[src/uer_pkg.sv]
// uer_pkg: shared types and constants for the ultrasonic echo ranger
// used by ultrasonic_echo_ranger; no dependencies
package uer_pkg;

  // field and counter widths
  localparam int unsigned ElapsedW = 21;
  localparam int unsigned DistW    = 17;
  localparam int unsigned MaxDistW = 8;
  localparam int unsigned RiseW    = 16;
  localparam int unsigned CfgDataW = 16;
  localparam int unsigned CfgIdxW  = 1;

  // trigger pulse shape in ticks
  localparam logic [ElapsedW-1:0] LowTicks  = ElapsedW'(2);
  localparam logic [ElapsedW-1:0] HighTicks = ElapsedW'(12);

  // echo ticks per meter of range limit (5800 us per meter times 1.3)
  localparam logic [12:0] EchoUsPerM = 13'd7540;

  // width * 256 / 5800 == width * 32 / 725, exact for 21-bit widths as
  // (width * DistRecip) >> DistShift with DistRecip = ceil(2^36 / 725)
  localparam int unsigned  RecipW    = 27;
  localparam int unsigned  DistShift = 31;
  localparam logic [RecipW-1:0] DistRecip = 27'd94785486;

  // register reset values
  localparam logic [MaxDistW-1:0] MaxDistReset   = 8'd4;
  localparam logic [RiseW-1:0]    RiseReset      = 16'd500;
  localparam logic [ElapsedW-1:0] EchoLimitReset = 21'd30160;

  // register indexes
  localparam logic [CfgIdxW-1:0] RegMaxDist = 1'b0;
  localparam logic [CfgIdxW-1:0] RegRise    = 1'b1;

  // one result
  typedef struct packed {
    logic              trigger;
    logic              busy_res;
    logic              done_res;
    logic              timed_out;
    logic [DistW-1:0]  distance_q8;
  } res_t;

endpackage

[src/ultrasonic_echo_ranger.sv]
// ultrasonic_echo_ranger: ultrasonic ranging sequencer, one tick per request
// depends on uer_pkg (types, constants)
//
//  channel | direction | handshake               | payload
//  --------+-----------+-------------------------+--------------------------------
//  in      | in        | in_valid_i / in_stall_o | start_req_i, echo_i
//  out     | out       | out_valid_o/out_stall_i | trigger_o, busy_res_o, done_res_o,
//          |           |                         | timed_out_o, distance_q8_o
//  cfg     | in        | cfg_we_i                | cfg_index_i, cfg_data_i
//
// one request per cycle while in_stall_o is low; its result lands in out_q or skid_q
// the sequencer state and a 21x27 reciprocal multiply sit between the state
// registers and the output register as combinational logic
// a skid register behind the output register keeps intake going while one
// result waits; intake stalls only once both hold a result
// reset: sequencer idle, counter zero, registers at max range 4 m and 500 us
module ultrasonic_echo_ranger (
  input  logic                         clk_i,
  input  logic                         rst_ni,
  // input requests
  input  logic                         in_valid_i,
  output logic                         in_stall_o,
  input  logic                         start_req_i,
  input  logic                         echo_i,
  // results
  output logic                         out_valid_o,
  input  logic                         out_stall_i,
  output logic                         trigger_o,
  output logic                         busy_res_o,
  output logic                         done_res_o,
  output logic                         timed_out_o,
  output logic [uer_pkg::DistW-1:0]    distance_q8_o,
  // configuration writes
  input  logic                         cfg_we_i,
  input  logic [uer_pkg::CfgIdxW-1:0]  cfg_index_i,
  input  logic [uer_pkg::CfgDataW-1:0] cfg_data_i
);

  typedef enum logic [2:0] {
    PH_IDLE = 3'd0,
    PH_LOW  = 3'd1,
    PH_HIGH = 3'd2,
    PH_RISE = 3'd3,
    PH_MEAS = 3'd4
  } phase_e;

  localparam int unsigned ProdW = uer_pkg::ElapsedW + uer_pkg::RecipW;

  // configuration registers; the echo limit is kept premultiplied
  logic [uer_pkg::MaxDistW-1:0] max_dist_q;
  logic [uer_pkg::RiseW-1:0]    rise_q;
  logic [uer_pkg::ElapsedW-1:0] echo_limit_q;

  // sequencer state
  phase_e                       phase_q, phase_d;
  logic [uer_pkg::ElapsedW-1:0] elapsed_q, elapsed_d;

  // output register and skid register
  uer_pkg::res_t out_q, skid_q, res_d;
  logic          out_valid_q, skid_valid_q;

  logic                         in_acc;
  logic                         out_take;
  logic [uer_pkg::ElapsedW-1:0] elapsed_inc;
  logic [ProdW-1:0]             dist_prod;
  logic [uer_pkg::DistW-1:0]    dist_meas;
  logic [uer_pkg::DistW-1:0]    dist_tmo;

  assign in_stall_o = skid_valid_q;
  assign in_acc     = in_valid_i && !skid_valid_q;
  assign out_take   = out_valid_q && !out_stall_i;

  // ---------------------------------------------------------------------------
  // configuration
  // ---------------------------------------------------------------------------
  always_ff @(posedge clk_i or negedge rst_ni) begin
    if (!rst_ni) begin
      max_dist_q   <= uer_pkg::MaxDistReset;
      rise_q       <= uer_pkg::RiseReset;
      echo_limit_q <= uer_pkg::EchoLimitReset;
    end else if (cfg_we_i) begin
      case (cfg_index_i)
        uer_pkg::RegMaxDist: begin
          max_dist_q   <= cfg_data_i[uer_pkg::MaxDistW-1:0];
          echo_limit_q <= uer_pkg::ElapsedW'(cfg_data_i[uer_pkg::MaxDistW-1:0])
                          * uer_pkg::ElapsedW'(uer_pkg::EchoUsPerM);
        end
        uer_pkg::RegRise: begin
          rise_q <= cfg_data_i[uer_pkg::RiseW-1:0];
        end
        default: begin
        end
      endcase
    end
  end

  // ---------------------------------------------------------------------------
  // tick logic
  // ---------------------------------------------------------------------------
  assign elapsed_inc = elapsed_q + uer_pkg::ElapsedW'(1);

  // echo width to q9.8 meters, width * 256 / 5800 truncated
  assign dist_prod = ProdW'(elapsed_q) * ProdW'(uer_pkg::DistRecip);
  assign dist_meas = dist_prod[uer_pkg::DistShift +: uer_pkg::DistW];
  assign dist_tmo  = {1'b0, max_dist_q, 8'h00};

  always_comb begin
    phase_d = phase_q;
    elapsed_d = elapsed_q;
    res_d = '0;
    res_d.busy_res = 1'b1;

    case (phase_q)
      PH_LOW: begin
        elapsed_d = elapsed_inc;
        if (elapsed_inc >= uer_pkg::LowTicks) begin
          phase_d   = PH_HIGH;
          elapsed_d = '0;
        end
      end
      PH_HIGH: begin
        res_d.trigger = 1'b1;
        elapsed_d = elapsed_inc;
        if (elapsed_inc >= uer_pkg::HighTicks) begin
          phase_d   = PH_RISE;
          elapsed_d = '0;
        end
      end
      PH_RISE: begin
        if (echo_i) begin
          // the rising tick is the first tick of the width
          phase_d   = PH_MEAS;
          elapsed_d = uer_pkg::ElapsedW'(1);
        end else begin
          elapsed_d = elapsed_inc;
          if (elapsed_inc > uer_pkg::ElapsedW'(rise_q)) begin
            res_d.done_res    = 1'b1;
            res_d.timed_out   = 1'b1;
            res_d.distance_q8 = dist_tmo;
          end
        end
      end
      PH_MEAS: begin
        if (!echo_i) begin
          res_d.done_res    = 1'b1;
          res_d.distance_q8 = dist_meas;
        end else begin
          elapsed_d = elapsed_inc;
          if (elapsed_inc > echo_limit_q) begin
            res_d.done_res    = 1'b1;
            res_d.timed_out   = 1'b1;
            res_d.distance_q8 = dist_tmo;
          end
        end
      end
      default: begin
        // idle: start on request
        if (start_req_i) begin
          phase_d   = PH_LOW;
          elapsed_d = uer_pkg::ElapsedW'(1);
        end else begin
          phase_d        = PH_IDLE;
          elapsed_d      = '0;
          res_d.busy_res = 1'b0;
        end
      end
    endcase

    // a result ends the sequence
    if (res_d.done_res) begin
      res_d.busy_res = 1'b0;
      phase_d        = PH_IDLE;
      elapsed_d      = '0;
    end
  end

  // ---------------------------------------------------------------------------
  // state and result registers
  // ---------------------------------------------------------------------------
  always_ff @(posedge clk_i or negedge rst_ni) begin
    if (!rst_ni) begin
      phase_q      <= PH_IDLE;
      elapsed_q    <= '0;
      out_valid_q  <= 1'b0;
      skid_valid_q <= 1'b0;
    end else begin
      if (in_acc) begin
        phase_q   <= phase_d;
        elapsed_q <= elapsed_d;
      end
      if (!out_valid_q || out_take) begin
        if (skid_valid_q) begin
          // drain the waiting result first
          out_q        <= skid_q;
          out_valid_q  <= 1'b1;
          skid_valid_q <= 1'b0;
        end else begin
          out_valid_q <= in_acc;
          if (in_acc) begin
            out_q <= res_d;
          end
        end
      end else if (in_acc) begin
        // output held: park the new result
        skid_q       <= res_d;
        skid_valid_q <= 1'b1;
      end
    end
  end

  assign out_valid_o   = out_valid_q;
  assign trigger_o     = out_q.trigger;
  assign busy_res_o    = out_q.busy_res;
  assign done_res_o    = out_q.done_res;
  assign timed_out_o   = out_q.timed_out;
  assign distance_q8_o = out_q.distance_q8;

  // ---------------------------------------------------------------------------
  // assertions
  // ---------------------------------------------------------------------------
  a_skid_behind_out: assert property (@(posedge clk_i) disable iff (!rst_ni)
    skid_valid_q |-> out_valid_q)
    else $error("skid register holds a result while the output register is empty");

  a_done_not_busy: assert property (@(posedge clk_i) disable iff (!rst_ni)
    out_valid_q && out_q.done_res |-> !out_q.busy_res)
    else $error("result reported while still busy");

  a_tmo_with_done: assert property (@(posedge clk_i) disable iff (!rst_ni)
    out_valid_q && (out_q.timed_out || out_q.distance_q8 != '0) |-> out_q.done_res)
    else $error("result fields set without done");

  a_done_to_idle: assert property (@(posedge clk_i) disable iff (!rst_ni)
    in_acc && res_d.done_res |=> phase_q == PH_IDLE && elapsed_q == '0)
    else $error("sequencer not idle after a result");

  a_trigger_in_high: assert property (@(posedge clk_i) disable iff (!rst_ni)
    in_acc && res_d.trigger |-> phase_q == PH_HIGH && res_d.busy_res)
    else $error("trigger driven outside the high phase");

endmodule

[config.mk]
export PLATFORM = sky130hd
export DESIGN_NAME = ultrasonic_echo_ranger
export DESIGN_NICKNAME = d
export VERILOG_FILES = /design/src/uer_pkg.sv /design/src/ultrasonic_echo_ranger.sv
export SDC_FILE = /design/constraint.sdc
export NUM_CORES = 1
export LEC_CHECK = 0
export ABC_AREA = 1
export BUFFER_PORTS_ARGS = -buffer_cell sky130_fd_sc_hd__buf_2
export CAP_MARGIN = 20
export CORE_MARGIN = 2
export CORE_UTILIZATION = 60
export CTS_CLUSTER_DIAMETER = 200
export CTS_CLUSTER_SIZE = 28
export DETAILED_ROUTE_END_ITERATION = 10
export PLACE_DENSITY_LB_ADDON = 0.3
export SLEW_MARGIN = 20
export SYNTH_ARGS = -nofsm -noshare
export SYNTH_HDL_FRONTEND = slang
export SYNTH_SLANG_ARGS = --single-unit
[constraint.sdc]
create_clock -name clk_i -period 6.85 [get_ports clk_i]
set_input_delay 1.0275 -clock clk_i [delete_from_list [all_inputs] [get_ports clk_i]]
set_output_delay 1.0275 -clock clk_i [all_outputs]
set_load 0.02 [all_outputs]
## After elaboration in Yosys (flattened, before gate mapping)

Cells that the tools add are included.

- Flip-flop bits (word level): 111
- Logic and storage cells: 79

- Add/subtract/negate cells: 1
- $mul: 2
- $lt $le $gt $ge: 4
- Equal/unequal tests: 9
- Mux-type cells: 29
- Bitwise gates (word level): 2
- Reduce and logical (&&, ||, !) cells: 15

Operators with widths:

| kind | number |
|---|---|
| $mux W21 | 7 |
| $pmux W21 S4 | 1 |
| $mux W19 | 3 |
| $mul A21 B26 Y47 const B | 1 |
| $pmux W19 S2 | 1 |
| $add A21 B1 Y21 const B | 1 |
| $ge A21 B2 Y1 const B | 1 |
| $ge A21 B4 Y1 const B | 1 |
| $gt A21 B16 Y1 | 1 |
| $gt A21 B21 Y1 | 1 |
| $mul A8 B11 Y19 const B | 1 |
| $mux W17 | 1 |
| $mux W3 | 4 |
| $ne A3 B3 Y1 const B | 4 |
| $pmux W3 S4 | 1 |
| $mux W1 | 11 |
| $eq A3 B2 Y1 const B | 2 |
| $reduce_and A2 Y1 | 3 |
| $reduce_and A3 Y1 | 2 |
| $reduce_and A5 Y1 | 1 |
| $reduce_bool A2 Y1 | 2 |
| $reduce_or A4 Y1 | 1 |
| $eq A3 B1 Y1 const B | 1 |
| $eq A3 B3 Y1 const B | 1 |
| other kinds (5) | 9 |

## Longest topological paths before layout

- Depth in word-level cells: 8
- Mapped depth: 29
- Gate-level depth less buffers: 29

## Least setup slack after synthesis

No wires, ideal clock.

- Path kind: flip-flop to flip-flop
- From: reg elapsed_q[15] (netlist bit)
- To: reg out_q, in the netlist distance_q8_o[4] (data pin)
- Setup time: 267 ps
- Data arrival time: 5677 ps
- Setup slack: 906 ps
- Cell stages (with the launch flop): 21
- Buffers on the path: 0
- Clock period less this slack: 5944 ps
- Cells stage by stage: dfrtp_1 > fa_1 > inv_1 > fa_1 > fa_1 > fa_1 > inv_1 > fa_1 > fa_1 > inv_1 > fa_1 > inv_1 > ha_1 > a21oi_1 > o21ai_0 > a21oi_1 > o21a_1 > nand2_1 > or2_2 > nand3_1 > o21ai_0

- Longest elaborated chain between the ends: 5

Ends and longest elaborated chain:

| what | line | source |
|---|---|---|
| start, declared | ultrasonic_echo_ranger.sv:56 | `logic [uer_pkg::ElapsedW-1:0] elapsed_q, elapsed_d;` |
| start signal, assigned | ultrasonic_echo_ranger.sv:189 | `elapsed_q <= elapsed_d;` |
| $mul A21 B26 Y47 | ultrasonic_echo_ranger.sv:103 | `assign dist_prod = ProdW'(elapsed_q) * ProdW'(uer_pkg::DistRecip);` |
| $mux W17 | ultrasonic_echo_ranger.sv:144 | `if (!echo_i) begin` |
| $pmux W19 S2 | ultrasonic_echo_ranger.sv:113 | `case (phase_q)` |
| $mux W21 | ultrasonic_echo_ranger.sv:199 | `if (in_acc) begin` |
| $mux W21 | ultrasonic_echo_ranger.sv:192 | `if (skid_valid_q) begin` |
| end signal, assigned | ultrasonic_echo_ranger.sv:194 | `out_q <= skid_q;` |
| end signal, assigned | ultrasonic_echo_ranger.sv:200 | `out_q <= res_d;` |
| end, declared | ultrasonic_echo_ranger.sv:59 | `uer_pkg::res_t out_q, skid_q, res_d;` |

Every way passes these cells. The select of a mux whose other input is x is not followed.
A chain may end at the register's enable or synchronous reset.

==> impl_metrics.yaml <==
status:
  status: "finished clean"
floorplanning:
  die-area_um2: 32300
  core_region_area_um2: 30500
  io_pins: 47
  rows: 64
  start_util_pct: 60.8
  die_x_um: 180
  die_y_um: 180
grt:
  grt_overflow: 0
  grt_pass1_vias: 15600
  antenna_found_initial: 0
  grt_max_degree: 41
  grt_pass1_wl_um: 85300
  grtUsageTotal_pct: 33.9
synthesis:
  synth_ff_type: "dfrtp_1"
  synth_nets: 2841
  yosys_warnings: 0
  synth-seq-cells: 109
  synth-async-reset-ratio_pct: 61.5
  ys_seq_area_share_pct: 15.9
  synthTopCellsByArea: "fa_1, ha_1, inv_1"
  synth_area_leader_cell: "fa_1"
  syn_avg_cell_area_um2: 8.19
  yosys.cell_types.count: 43
  synthCells: 2264
  synth_top_area_share_pct: 25.5
  synth-edff-count: 42
  synth_area_um2: 18500
min_path:
  hp-start: "rise_q[8]"
  hold_path_class: "reg -> reg"
  whs_path_depth: 2
  min_to: "rise_q[8]"
layout:
  drive_gt1_share_pct: 6.17
  diodes: 0
  fin_nets: 2906
  fillers: 2602
  area_delta_synth_final_pct: 6.19
sta:
  final-setup-viol-count: 0
  fin_tns_setup_ns: 0
  post-route-min-period_ns: 6.49
  post-route-period-util_pct: 94.7
  final.setup_skew_ns: 0.0117
  drv_slew: 0
  hold_viol: 0
  rsz0062_at_grt: "no"
  tightest_slew_ns: 1.03
  relSlewSlack_pct: 31.1
  fmax_mhz: 154
flow_run:
  cap_violations: 0
worst_setup_path:
  r2r_cells: 25
  crit_slowest_cell: "fa_1"
  crit_buf_inv: 5
  required_ns: 6.97
  reg2reg_to: "distance_q8_o[13]"
  critPathArrivalTime_ns: 6.60
  path_delay_family: "adder cells"
  crit_fanout: 5
  crit_type: "reg -> reg"
  cp_common_cell: "fa_1"
  r2r_start: "elapsed_q[10]"
  r2r_slack_ns: 0.36
  cp-end-kind: "flip-flop"
  startpoint_type: "flip-flop"
  critical-path-max-stage-delay_ns: 0.68
detailed_routing:
  drt-wirelength-per-cell_um: 19.3
  drc_errors: 0
  vias: 15300
  drt-vias-per-instance: 5.62
  drt-total-wl_um: 52700
  ant_nets: 0
  dr.pass1.iters: 6
  drt_iter0_markers: 1286
placed_design:
  io_buffers: 46
  place_hpwl_um: 45900
  gp_congestion: 1.02
clock_network:
  path_clk_slew_ns: 0.08
  hold_buffers: 0
  htreeDepth: 3
  clockBufferDepth: 2
  clock_sinks: 109
  cts_resized: 0
  ctsRootBufferMaster: "clkbuf_16"
  cts_tree: "yes"
  cts_buffers: 9
  postCtsSetupBuffers: 0
  clk_latency_ns: 0.37
pwr:
  ir_worst_vdd_mv: 0.161
  total_power_uw: 3030
  powerDensity_nw_per_um2: 154
  leakage_uw: 0.0113
[metal layers]
layer / part of all wire [%] / wire (µm) / vias up / track usage [%]
li1: - / - / 7163 / -
met1: 44 / 23000 / 7367 / 48.2
met2: 44 / 23100 / 693 / 52.1
met3: 8.2 / 4310 / 122 / 6.24
met4: 4.4 / 2340 / 0 / 12.5
met5: 0 / 0 / - / 0
[metrics by stage]
stage	setup slack (ns)	hold slack [ns]	utilization (%)	instance area, µm²	instances
2_1_floorplan	0.906	0.453	-	18500	2264
3_3_place_gp	0.491	0.467	63.5	19400	2714
3_5_place_dp	0.411	0.480	63.5	19400	2714
4_1_cts	0.377	0.493	64.5	19700	2730
5_1_grt	0.0143	0.514	64.5	19700	2730
6_report	0.364	0.488	64.5	19700	2730
[flip-flops by register name (all words and copies together), names as in the netlist]
| name | count |
|---|---|
| elapsed_q | 21 |
| skid_q | 21 |
| distance_q8_o | 17 |
| echo_limit_q | 17 |
| rise_q | 16 |
| max_dist_q | 8 |
| phase_q | 3 |
| busy_res_o | 1 |
| done_res_o | 1 |
| in_stall_o | 1 |
| out_valid_o | 1 |
| timed_out_o | 1 |
| trigger_o | 1 |
[Yosys cell counts (5+ instances only)]
cell	n
a21o_1	9
a21oi_1	83
clkbuf_1	12
dfrtp_1	52
dfstp_2	15
edfxtp_1	42
fa_1	236
ha_1	317
inv_1	576
nand2_1	421
nand2_2	10
nand3_1	102
nand3_2	5
nand4_1	33
nor2_1	134
nor3_1	23
nor4_1	5
o21a_1	6
o21ai_0	93
o21ai_1	11
o21bai_1	14
or2_2	12
xnor2_1	6
xor2_1	9
[worst max path at each step]
| stage | from | to | slack [ns] | depth (start not counted) |
|---|---|---|---|---|
| 2_1_floorplan | elapsed_q[15] | distance_q8_o[4] | 0.91 | 20 |
| 3_3_place_gp | elapsed_q[18] | distance_q8_o[13] | 0.49 | 25 |
| 3_5_place_dp | elapsed_q[10] | distance_q8_o[13] | 0.41 | 25 |
| 4_1_cts | elapsed_q[10] | distance_q8_o[13] | 0.38 | 25 |
| 5_1_grt | elapsed_q[15] | distance_q8_o[8] | 0.01 | 23 |
| 6_report | elapsed_q[10] | distance_q8_o[13] | 0.36 | 25 |
[power breakdown]
| group | internal, µW | switching [µW] | total, µW |
|---|---|---|---|
| Combinational | 575 | 1070 | 1640 |
| Sequential | 784 | 56.8 | 841 |
| Clock | 278 | 266 | 544 |
[placed cells by master, fill, tap and decap left out, types with 3 or more instances in the layout]
cell       synthesis  routed
o21a_1             6       6
inv_1            576     576
nand2_2           10      10
xnor2_1            6       6
nor2_1           134     134
nand3_1          102     102
nor3_1            23      22
edfxtp_1          42      42
nand3_2            5       5
a31oi_1            3       3
ha_1             317     317
a21o_1             9       9
dfrtp_1           52      52
buf_4              0      27
nand4_1           33      33
nor2_2             4       4
o21bai_1          14      14
nor3_2             2       3
a21oi_1           83      83
buf_2              3      46
fa_1             236     236
nand3b_1           4       4
clkinv_1           3       3
nand2_1          421     421
o21ai_1           11      11
o21ai_0           93      93
dfstp_2           15      15
xor2_1             9       9
or2_2             12      12
nor4_1             5       5
clkbuf_16          0      10
[cell type report]
cell class / instances / area, µm² / area share, %
Inverter: 581 / 2180 / 11.1
Clock inverter: 5 / 41.3 / 0.210
Multi-Input combinational cell: 1555 / 13300 / 67.7
Clock buffer: 11 / 258 / 1.31
Tap cell: 396 / 495 / 2.52
Timing Repair Buffer: 73 / 433 / 2.20
Sequential cell: 109 / 2960 / 15.0
[tightest hold or removal path: stages, from the launching register on]
cell,delay (ns)
dfstp_2,0.36
inv_1,0.06
a21oi_1,0.06
[kinds of logic (layout without fill, tap and decap cells)]
| logic type | count (synthesis) | in the layout | share of synthesized area (%) |
|---|---|---|---|
| AOI/OAI and AO/OA | 227 | 227 | 6.68 |
| xor gates and xnor gates | 15 | 15 | 0.709 |
| adders and majority gates | 553 | 553 | 46.9 |
| buffers and inverters | 600 | 670 | 12.2 |
| DFF | 109 | 109 | 15.9 |
| and+or+nand+nor | 760 | 760 | 17.5 |
(Power assumes the default switching activity.)
